### src/hdl/wbps_pkg.sv
// Package for the wildcard byte pattern scanner: register indexes, widths and defaults.
package wbps_pkg;

   localparam int MAX_PATTERN_DEFAULT = 48;
   localparam int OFFSET_BITS_DEFAULT = 32;

   localparam int PATTERN_REG_COUNT = 6;
   localparam int PATTERN_REG_W     = 64;
   localparam int CSR_INDEX_W       = 3;
   localparam int CSR_DATA_W        = 64;
   localparam int MASK_W            = 48;
   localparam int LENGTH_W          = 6;
   localparam int BYTE_W            = 8;
   localparam int MATCH_OFFSET_W    = 32;

   typedef enum logic [CSR_INDEX_W-1:0] {
      CSR_PATTERN_0  = 3'd0,
      CSR_PATTERN_1  = 3'd1,
      CSR_PATTERN_2  = 3'd2,
      CSR_PATTERN_3  = 3'd3,
      CSR_PATTERN_4  = 3'd4,
      CSR_PATTERN_5  = 3'd5,
      CSR_WILDCARD   = 3'd6,
      CSR_LENGTH     = 3'd7
   } csr_index_type;

endpackage

### src/hdl/wildcard_byte_pattern_scanner_unit.sv
// Wildcard byte pattern scanner: sliding-window compare of a byte stream against a masked pattern.
//
// Usage
//   req_*  : one image byte per beat, req_last_byte marks the final byte of an image.
//   rsp_*  : at most one beat per image. rsp_found=1 with rsp_match_offset giving the
//            start offset of the first match, or rsp_found=0 (offset 0) when the image
//            ended without a match. A match on the last byte gives only the found beat.
//   csr_*  : register writes, csr_ready is always high. Index 0..5 pattern bytes
//            (eight per register, byte 0 in the low bits), 6 wildcard mask, 7 length.
//            Write only while the block is idle.
// Timing
//   One byte per cycle sustained while no result is blocked. A byte is shifted into the
//   window register at acceptance, compared against the pre-aligned pattern in the next
//   cycle, and its result (if any) moves on into the output register when that register is free.
//   The compare stage is the single slot that holds an item; it only blocks the input
//   when it carries a result and the output register is full and stalled.
// Reset
//   Synchronous, active high. Pattern 0, mask 0, length 1, empty pipeline, byte count 0.
//   Once the last byte of an image leaves the compare stage the byte count and the
//   match flag clear, so the following byte starts a new image.
module wildcard_byte_pattern_scanner_unit
   import wbps_pkg::*;
#(
   parameter int MAX_PATTERN = wbps_pkg::MAX_PATTERN_DEFAULT,
   parameter int OFFSET_BITS = wbps_pkg::OFFSET_BITS_DEFAULT
) (
   input  logic                                   clock,
   input  logic                                   reset,
   // byte input channel
   input  logic                                   req_valid,
   output logic                                   req_stall,
   input  logic [wbps_pkg::BYTE_W-1:0]            req_data_byte,
   input  logic                                   req_last_byte,
   // result channel
   output logic                                   rsp_valid,
   input  logic                                   rsp_stall,
   output logic                                   rsp_found,
   output logic [wbps_pkg::MATCH_OFFSET_W-1:0]    rsp_match_offset,
   // register write channel
   input  logic                                   csr_valid,
   output logic                                   csr_ready,
   input  logic [wbps_pkg::CSR_INDEX_W-1:0]       csr_index,
   input  logic [wbps_pkg::CSR_DATA_W-1:0]        csr_data
);

   localparam int LEN_W = $clog2(MAX_PATTERN + 1);
   localparam logic [OFFSET_BITS-1:0] COUNT_MAX = {OFFSET_BITS{1'b1}};

   // ---------------- configuration registers ----------------
   logic [PATTERN_REG_COUNT-1:0][PATTERN_REG_W-1:0] pattern_ff;
   logic [MASK_W-1:0]                               mask_ff;
   logic [LENGTH_W-1:0]                             length_ff;

   assign csr_ready = 1'b1;

   always_ff @(posedge clock) begin
      if (reset) begin
         pattern_ff <= '0;
         mask_ff    <= '0;
         length_ff  <= LENGTH_W'(1);
      end else if (csr_valid && csr_ready) begin
         unique case (csr_index_type'(csr_index))
            CSR_PATTERN_0, CSR_PATTERN_1, CSR_PATTERN_2,
            CSR_PATTERN_3, CSR_PATTERN_4, CSR_PATTERN_5: begin
               pattern_ff[csr_index] <= csr_data;
            end
            CSR_WILDCARD: begin
               mask_ff <= csr_data[MASK_W-1:0];
            end
            CSR_LENGTH: begin
               length_ff <= csr_data[LENGTH_W-1:0];
            end
            default: begin
               mask_ff <= mask_ff;
            end
         endcase
      end
   end

   // ---------------- pattern alignment ----------------
   // Window slot j (0 = newest) meets pattern byte len-1-j. The aligned copy is
   // registered off the config registers so the per-byte path is a plain compare.
   logic [PATTERN_REG_COUNT*PATTERN_REG_W/BYTE_W-1:0][BYTE_W-1:0] pat_bytes;
   logic [LEN_W-1:0]                           eff_len_in, eff_len_ff;
   logic [MAX_PATTERN-1:0][BYTE_W-1:0]         aligned_pat_in, aligned_pat_ff;
   logic [MAX_PATTERN-1:0]                     care_in, care_ff;

   assign pat_bytes = pattern_ff;

   always_comb begin
      if (length_ff == '0) begin
         eff_len_in = LEN_W'(1);
      end else if (length_ff > LENGTH_W'(MAX_PATTERN)) begin
         eff_len_in = LEN_W'(MAX_PATTERN);
      end else begin
         eff_len_in = LEN_W'(length_ff);
      end
   end

   always_comb begin
      logic [LENGTH_W-1:0] pidx;
      for (int j = 0; j < MAX_PATTERN; j++) begin
         pidx = LENGTH_W'(int'(eff_len_in) - 1 - j);
         if (j < int'(eff_len_in)) begin
            aligned_pat_in[j] = pat_bytes[pidx];
            care_in[j]        = ~mask_ff[pidx];
         end else begin
            aligned_pat_in[j] = '0;
            care_in[j]        = 1'b0;
         end
      end
   end

   always_ff @(posedge clock) begin
      if (reset) begin
         eff_len_ff     <= LEN_W'(1);
         aligned_pat_ff <= '0;
         care_ff        <= MAX_PATTERN'(1);
      end else begin
         eff_len_ff     <= eff_len_in;
         aligned_pat_ff <= aligned_pat_in;
         care_ff        <= care_in;
      end
   end

   // ---------------- window, byte count, compare stage ----------------
   logic [MAX_PATTERN-1:0][BYTE_W-1:0] window_ff;
   logic [OFFSET_BITS-1:0]             seen_ff, seen_in, seen_base;
   logic                               reported_ff, reported_in;
   logic                               s1_valid_ff, s1_valid_in;
   logic                               s1_last_ff, s1_last_in;

   logic                               req_accept;
   logic                               s1_done;
   logic                               s1_result;
   logic                               s1_hit;
   logic                               s1_found;
   logic                               out_free;
   logic [MAX_PATTERN-1:0]             slot_ok;
   logic [OFFSET_BITS-1:0]             start_diff;

   // unused slots (j >= len) have care cleared, so they pass
   always_comb begin
      for (int j = 0; j < MAX_PATTERN; j++) begin
         slot_ok[j] = ~care_ff[j] | (window_ff[j] == aligned_pat_ff[j]);
      end
   end

   assign s1_hit     = (&slot_ok) && (seen_ff >= OFFSET_BITS'(eff_len_ff));
   assign s1_found   = s1_valid_ff && !reported_ff && s1_hit;
   assign s1_result  = s1_found || (s1_valid_ff && s1_last_ff && !reported_ff);
   assign start_diff = seen_ff - OFFSET_BITS'(eff_len_ff);

   assign out_free   = !rsp_valid || !rsp_stall;
   assign s1_done    = s1_valid_ff && (!s1_result || out_free);
   assign req_stall  = s1_valid_ff && !s1_done;
   assign req_accept = req_valid && !req_stall;

   // a finished last byte restarts the count for whatever comes next
   assign seen_base = (s1_done && s1_last_ff) ? '0 : seen_ff;

   always_comb begin
      if (req_accept) begin
         seen_in = (seen_base == COUNT_MAX) ? seen_base : seen_base + OFFSET_BITS'(1);
      end else begin
         seen_in = seen_base;
      end

      // the match flag only sets once the found beat has left for the output register
      if (s1_done && s1_last_ff) begin
         reported_in = 1'b0;
      end else if (s1_done && s1_found) begin
         reported_in = 1'b1;
      end else begin
         reported_in = reported_ff;
      end

      if (req_accept) begin
         s1_valid_in = 1'b1;
         s1_last_in  = req_last_byte;
      end else begin
         s1_valid_in = s1_valid_ff && !s1_done;
         s1_last_in  = s1_last_ff;
      end
   end

   always_ff @(posedge clock) begin
      if (reset) begin
         seen_ff     <= '0;
         reported_ff <= 1'b0;
         s1_valid_ff <= 1'b0;
         s1_last_ff  <= 1'b0;
      end else begin
         seen_ff     <= seen_in;
         reported_ff <= reported_in;
         s1_valid_ff <= s1_valid_in;
         s1_last_ff  <= s1_last_in;
      end
   end

   // window needs no clear: a compare only runs once len bytes of this image are in
   always_ff @(posedge clock) begin
      if (req_accept) begin
         window_ff[0] <= req_data_byte;
         for (int j = 1; j < MAX_PATTERN; j++) begin
            window_ff[j] <= window_ff[j-1];
         end
      end
   end

   // ---------------- output register ----------------
   logic                      rsp_valid_ff;
   logic                      rsp_found_ff;
   logic [MATCH_OFFSET_W-1:0] rsp_offset_ff;
   logic                      rsp_load;

   assign rsp_load = s1_done && s1_result;

   always_ff @(posedge clock) begin
      if (reset) begin
         rsp_valid_ff <= 1'b0;
      end else if (rsp_load) begin
         rsp_valid_ff <= 1'b1;
      end else if (!rsp_stall) begin
         rsp_valid_ff <= 1'b0;
      end
   end

   always_ff @(posedge clock) begin
      if (rsp_load) begin
         rsp_found_ff  <= s1_found;
         rsp_offset_ff <= s1_found ? MATCH_OFFSET_W'(start_diff) : '0;
      end
   end

   assign rsp_valid        = rsp_valid_ff;
   assign rsp_found        = rsp_found_ff;
   assign rsp_match_offset = rsp_offset_ff;

   // ---------------- assertions ----------------
   a_stall_needs_item: assert property (@(posedge clock) disable iff (reset)
      req_stall |-> (s1_valid_ff && s1_result && rsp_valid_ff))
      else $error("input stalled without a blocked result");

   a_not_found_zero: assert property (@(posedge clock) disable iff (reset)
      (rsp_valid && !rsp_found) |-> (rsp_match_offset == '0))
      else $error("not-found beat with nonzero offset");

   a_image_restart: assert property (@(posedge clock) disable iff (reset)
      (s1_done && s1_last_ff && !req_accept) |=> (seen_ff == '0 && !reported_ff))
      else $error("scan state not cleared after last byte");

   a_len_range: assert property (@(posedge clock) disable iff (reset)
      (eff_len_ff != '0) && (eff_len_ff <= LEN_W'(MAX_PATTERN)))
      else $error("effective length out of range");

   a_one_result_per_image: assert property (@(posedge clock) disable iff (reset)
      (rsp_load && s1_found && !s1_last_ff) |=> reported_ff)
      else $error("match flag not set after found beat");

endmodule
### config.mk
export PLATFORM = sky130hd
export DESIGN_NAME = wildcard_byte_pattern_scanner_unit
export DESIGN_NICKNAME = d
export VERILOG_FILES = /design/src/hdl/wbps_pkg.sv /design/src/hdl/wildcard_byte_pattern_scanner_unit.sv
export SDC_FILE = /design/constraint.sdc
export NUM_CORES = 2
export LEC_CHECK = 0
export BUFFER_PORTS_ARGS = -buffer_cell sky130_fd_sc_hd__buf_2
export CAP_MARGIN = 0
export CORE_MARGIN = 3
export CORE_UTILIZATION = 45
export CTS_CLUSTER_DIAMETER = 50
export DETAILED_ROUTE_END_ITERATION = 8
export PLACE_DENSITY_LB_ADDON = 0.3
export SYNTH_ARGS = -nofsm -noshare
export SYNTH_HDL_FRONTEND = slang
export SYNTH_SLANG_ARGS = --single-unit
### constraint.sdc
create_clock -name clock -period 23.5 [get_ports clock]
set_input_delay 1.175 -clock clock [delete_from_list [all_inputs] [get_ports clock]]
set_output_delay 1.175 -clock clock [all_outputs]
set_load 0.05 [all_outputs]
==> metrics.md <==
| Metric | Value |
|---|---|
| Die Wd | `409 microns` |
| Most common cell after layout, fill and taps aside | `nand2_1` |
| Core ar. | `161,000 sq um` |
| DRT Pass-1 Iters | `6` |
| Post-synth EDFFs | `417` |
| Max-cap violations | `6` |
| # IOs | `117` |
| CTS Buffer Depth | `3` |
| FF-to-FF Start | `length_ff[3]$_SDFFE_PP0P_` |
| Final hold violation count | `0` |
| WHS | `0.465 ns` |
| Hold depth | `0` |
| Failing checks | `max-capacitance violations, max-slew violations` |
| Post-Syn Area | `73,100 sq um` |
| # setup viols final | `0` |
| Clock Sink Count | `1,329` |
| # DRC | `0` |
| CTS tree | `built` |
| Net Count, Synth | `7,443` |
| FF+latch count, synth | `1,329` |
| Final ANT Viol Nets | `0` |
| Hold_sp | `window_ff[20]$_DFFE_PP_` |
| Worst VDD drop | `82.9 uV` |
| Area delta synth->final | `13.2%` |
| Gr usage total | `0.476` |
| Setup Skew | `0.0396 ns` |
| Tightest Hold Check Type | `flip-flop to flip-flop` |
| Synth Area per Inst | `9.96 sq um` |
| First-pass GRT wire length | `537 mm` |
| Setup crit end kind | `flip-flop` |
| Worst EP arrival | `8.21 ns` |
| Fin crit share | `0.317` |
| Critical Path Start | `length_ff[3]$_SDFFE_PP0P_` |
| CTS resizes | `0` |
| Top FF cell, synth | `dfxtp_1` |
| Hold EP | `window_ff[28]$_DFFE_PP_` |
| Routed wire length per instance | `42.0 microns` |
| Slew margin rel. | `-0.101` |
| Startpoint Class | `flip-flop` |
| CTS H-tree depth | `4` |
| Commonest non-fill, non-tap cells in the layout | `nand2_1, mux2i_1, dfxtp_1` |
| Lkg Pwr | `0.0298 uW` |
| Initial core utilization | `0.454` |
| PwrDens | `69.0 nW/um^2` |
| Pin count of the biggest net entering global routing | `178` |
| TNS Setup | `0 ns` |
| Fin nets | `7,495` |
| Hold buffer count at cts | `0` |
| Root buf cell | `clkbuf_16` |
| Vias/cell | `6.78` |
| Gr ovfl total | `0` |
| Worst-path maximum fanout | `54` |
| Initial antenna violation count | `70` |
| I/O Buffers | `115` |
| DP Wirelength | `326 mm` |
| Achievable Freq | `134 MHz` |
| Final slew viol count | `17` |
| Seq/Total Area, Yosys | `0.421` |
| FF-to-FF path depth | `16` |
| Routed vias | `66,066` |
| Die Height | `409 microns` |
| Clock Latency Late Sink | `0.86 ns` |
| Kind of critical path | `flip-flop to flip-flop` |
| Share of cells above drive strength 1 | `0.134` |
| Total CTS buffers | `173` |
| RSZ-0062 raised after global routing | `false` |
| Syn. warnings | `0` |
| Post-CTS Setup Bufs | `0` |
| Fillcell total | `14,538` |
| Status | `finished with violations` |
| Worst Path Required | `24.26 ns` |
| Asr flop ratio synth | `0` |
| Worst R2R End | `aligned_pat_ff[360]$_SDFF_PP0_` |
| Worst Max-Slew Pin Slew | `1.61 ns` |
| Vias in the first global route | `59,315` |
| Reg clk slew, reported paths | `0.06 ns` |
| Tmin final | `7.45 ns` |
| Yosys cell types | `75` |
| Final Routed Wirelength | `410 mm` |
| Routability Congestion | `1.20` |
| Slack of the worst reg-to-reg path | `16.05 ns` |
| Initial drt markers | `11,496` |
| Post-synthesis cell count | `7,335` |
| Num rows | `147` |
| Die Area | `167,000 sq um` |
==> report_power, final <==
group / leakage (uW) / internal (uW) / switching [uW]
clock: 0.00279 / 1530 / 1160
combinational: 0.0155 / 146 / 366
sequential: 0.0115 / 2430 / 72.1
total: 0.0298 / 4110 / 1600
==> critical path, stage by stage, from the launching register on <==
cell and delay [ns]:
dfxtp_1 0.87, or4_1 0.26, a21o_1 0.20, nand2_4 0.32
inv_8 0.57, ha_1 0.77, o21ai_0 0.48, xnor2_2 0.25
buf_4 0.23, inv_2 0.19, buf_4 0.35, ha_1 0.59
a21oi_1 0.21, xnor2_1 0.22, nor3_1 1.25, a22oi_1 0.24
nand2_1 0.27
==> flip-flops by register name, indices dropped and copies added (netlist names) <==
signal            cells
aligned_pat_ff      384
care_ff              48
eff_len_ff            6
length_ff             6
mask_ff              48
pat_bytes           384
reported_ff           1
rsp_found             1
rsp_match_offset     32
rsp_valid             1
s1_last_ff            1
s1_valid_ff           1
seen_ff              32
window_ff           384
==> area by class of cell <==
class	count	area [sq um]	area share
clock inverter	105	1150	0.0139
tap	2160	2700	0.0327
multi-input combinational	5514	40800	0.494
antenna	56	140	0.00169
inverter	42	181	0.00219
clock buffer	218	4660	0.0564
sequential	1329	30800	0.372
timing repair buffer	327	2260	0.0273
==> routing by layer <==
| metal | routed length, microns | share of wire | track usage | up-vias |
|---|---|---|---|---|
| met5 | 190 | 0.00046 | 0 | - |
| met1 | 157000 | 0.38 | 0.615 | 33098 |
| met3 | 55800 | 0.14 | 0.188 | 1030 |
| met2 | 159000 | 0.39 | 0.635 | 4898 |
| li1 | - | - | - | 27014 |
| met4 | 38100 | 0.093 | 0.353 | 26 |
==> how the worst max path moves through the flow <==
stage,end,slack (ns),depth (start not counted)
after floorplan,seen_ff[10]$_SDFF_PP0_,13.07,10
after global placement,aligned_pat_ff[20]$_SDFF_PP0_,16.50,17
after detailed placement,aligned_pat_ff[360]$_SDFF_PP0_,16.41,16
after CTS,aligned_pat_ff[360]$_SDFF_PP0_,16.36,16
after global routing,aligned_pat_ff[360]$_SDFF_PP0_,15.94,16
final,aligned_pat_ff[360]$_SDFF_PP0_,16.05,16
==> Yosys cell counts, types with 11 or more instances <==
cell      number  area, sq um
buf_2         84          420
nand2_1     1474         5530
a32o_1        16          160
ha_1          26          325
or3_1         22          138
and3_1        26          163
nor4_1        16          100
nand3_1      131          656
nand4_1      140          876
buf_1         78          293
a22oi_1      299         2240
nand2b_1      15         93.8
mux2i_1     1177        11800
o21ai_0      133          666
a221o_1       40          400
a22o_1        19          166
dfxtp_1      912        18300
a32oi_1       17          149
nor3_1        41          205
xnor2_1      460         4030
inv_1         33          124
nor2b_1       12         75.1
nor2_1       200          751
edfxtp_1     417        12500
xor2_1        28          245
mux4_2       270         6080
or4_1         11         82.6
and2_1        62          388
clkbuf_1     270         1010
a211oi_1      62          465
a21oi_1      707         3540
==> kinds of logic (layout without fill, tap and decap cells) <==
logic type,after synthesis,count (layout),share of synthesized area
and+or+nand+nor,2171,2171,0.127
muxes,1453,1453,0.245
DFF,1329,1329,0.421
other,1,57,0.0000513
xor gates and xnor gates,490,490,0.0591
buffers and inverters,492,692,0.0275
adders and majority gates,27,27,0.00473
AOI/OAI and AO/OA,1372,1372,0.115
==> through the flow <==
stage / total power, uW / setup slack (ns) / area, sq um / util / instances
after floorplan: 2790 / 13.07 / 73100 / - / 7335
after global placement: 3030 / 16.50 / 76600 / 0.476 / 9366
after detailed placement: 3030 / 16.41 / 76700 / 0.477 / 9372
after CTS: 5690 / 16.36 / 82600 / 0.513 / 9695
after global routing: 5820 / 15.94 / 82600 / 0.513 / 9704
final: 5710 / 16.05 / 82700 / 0.514 / 9751
Power figures use the tool's default switching activity.
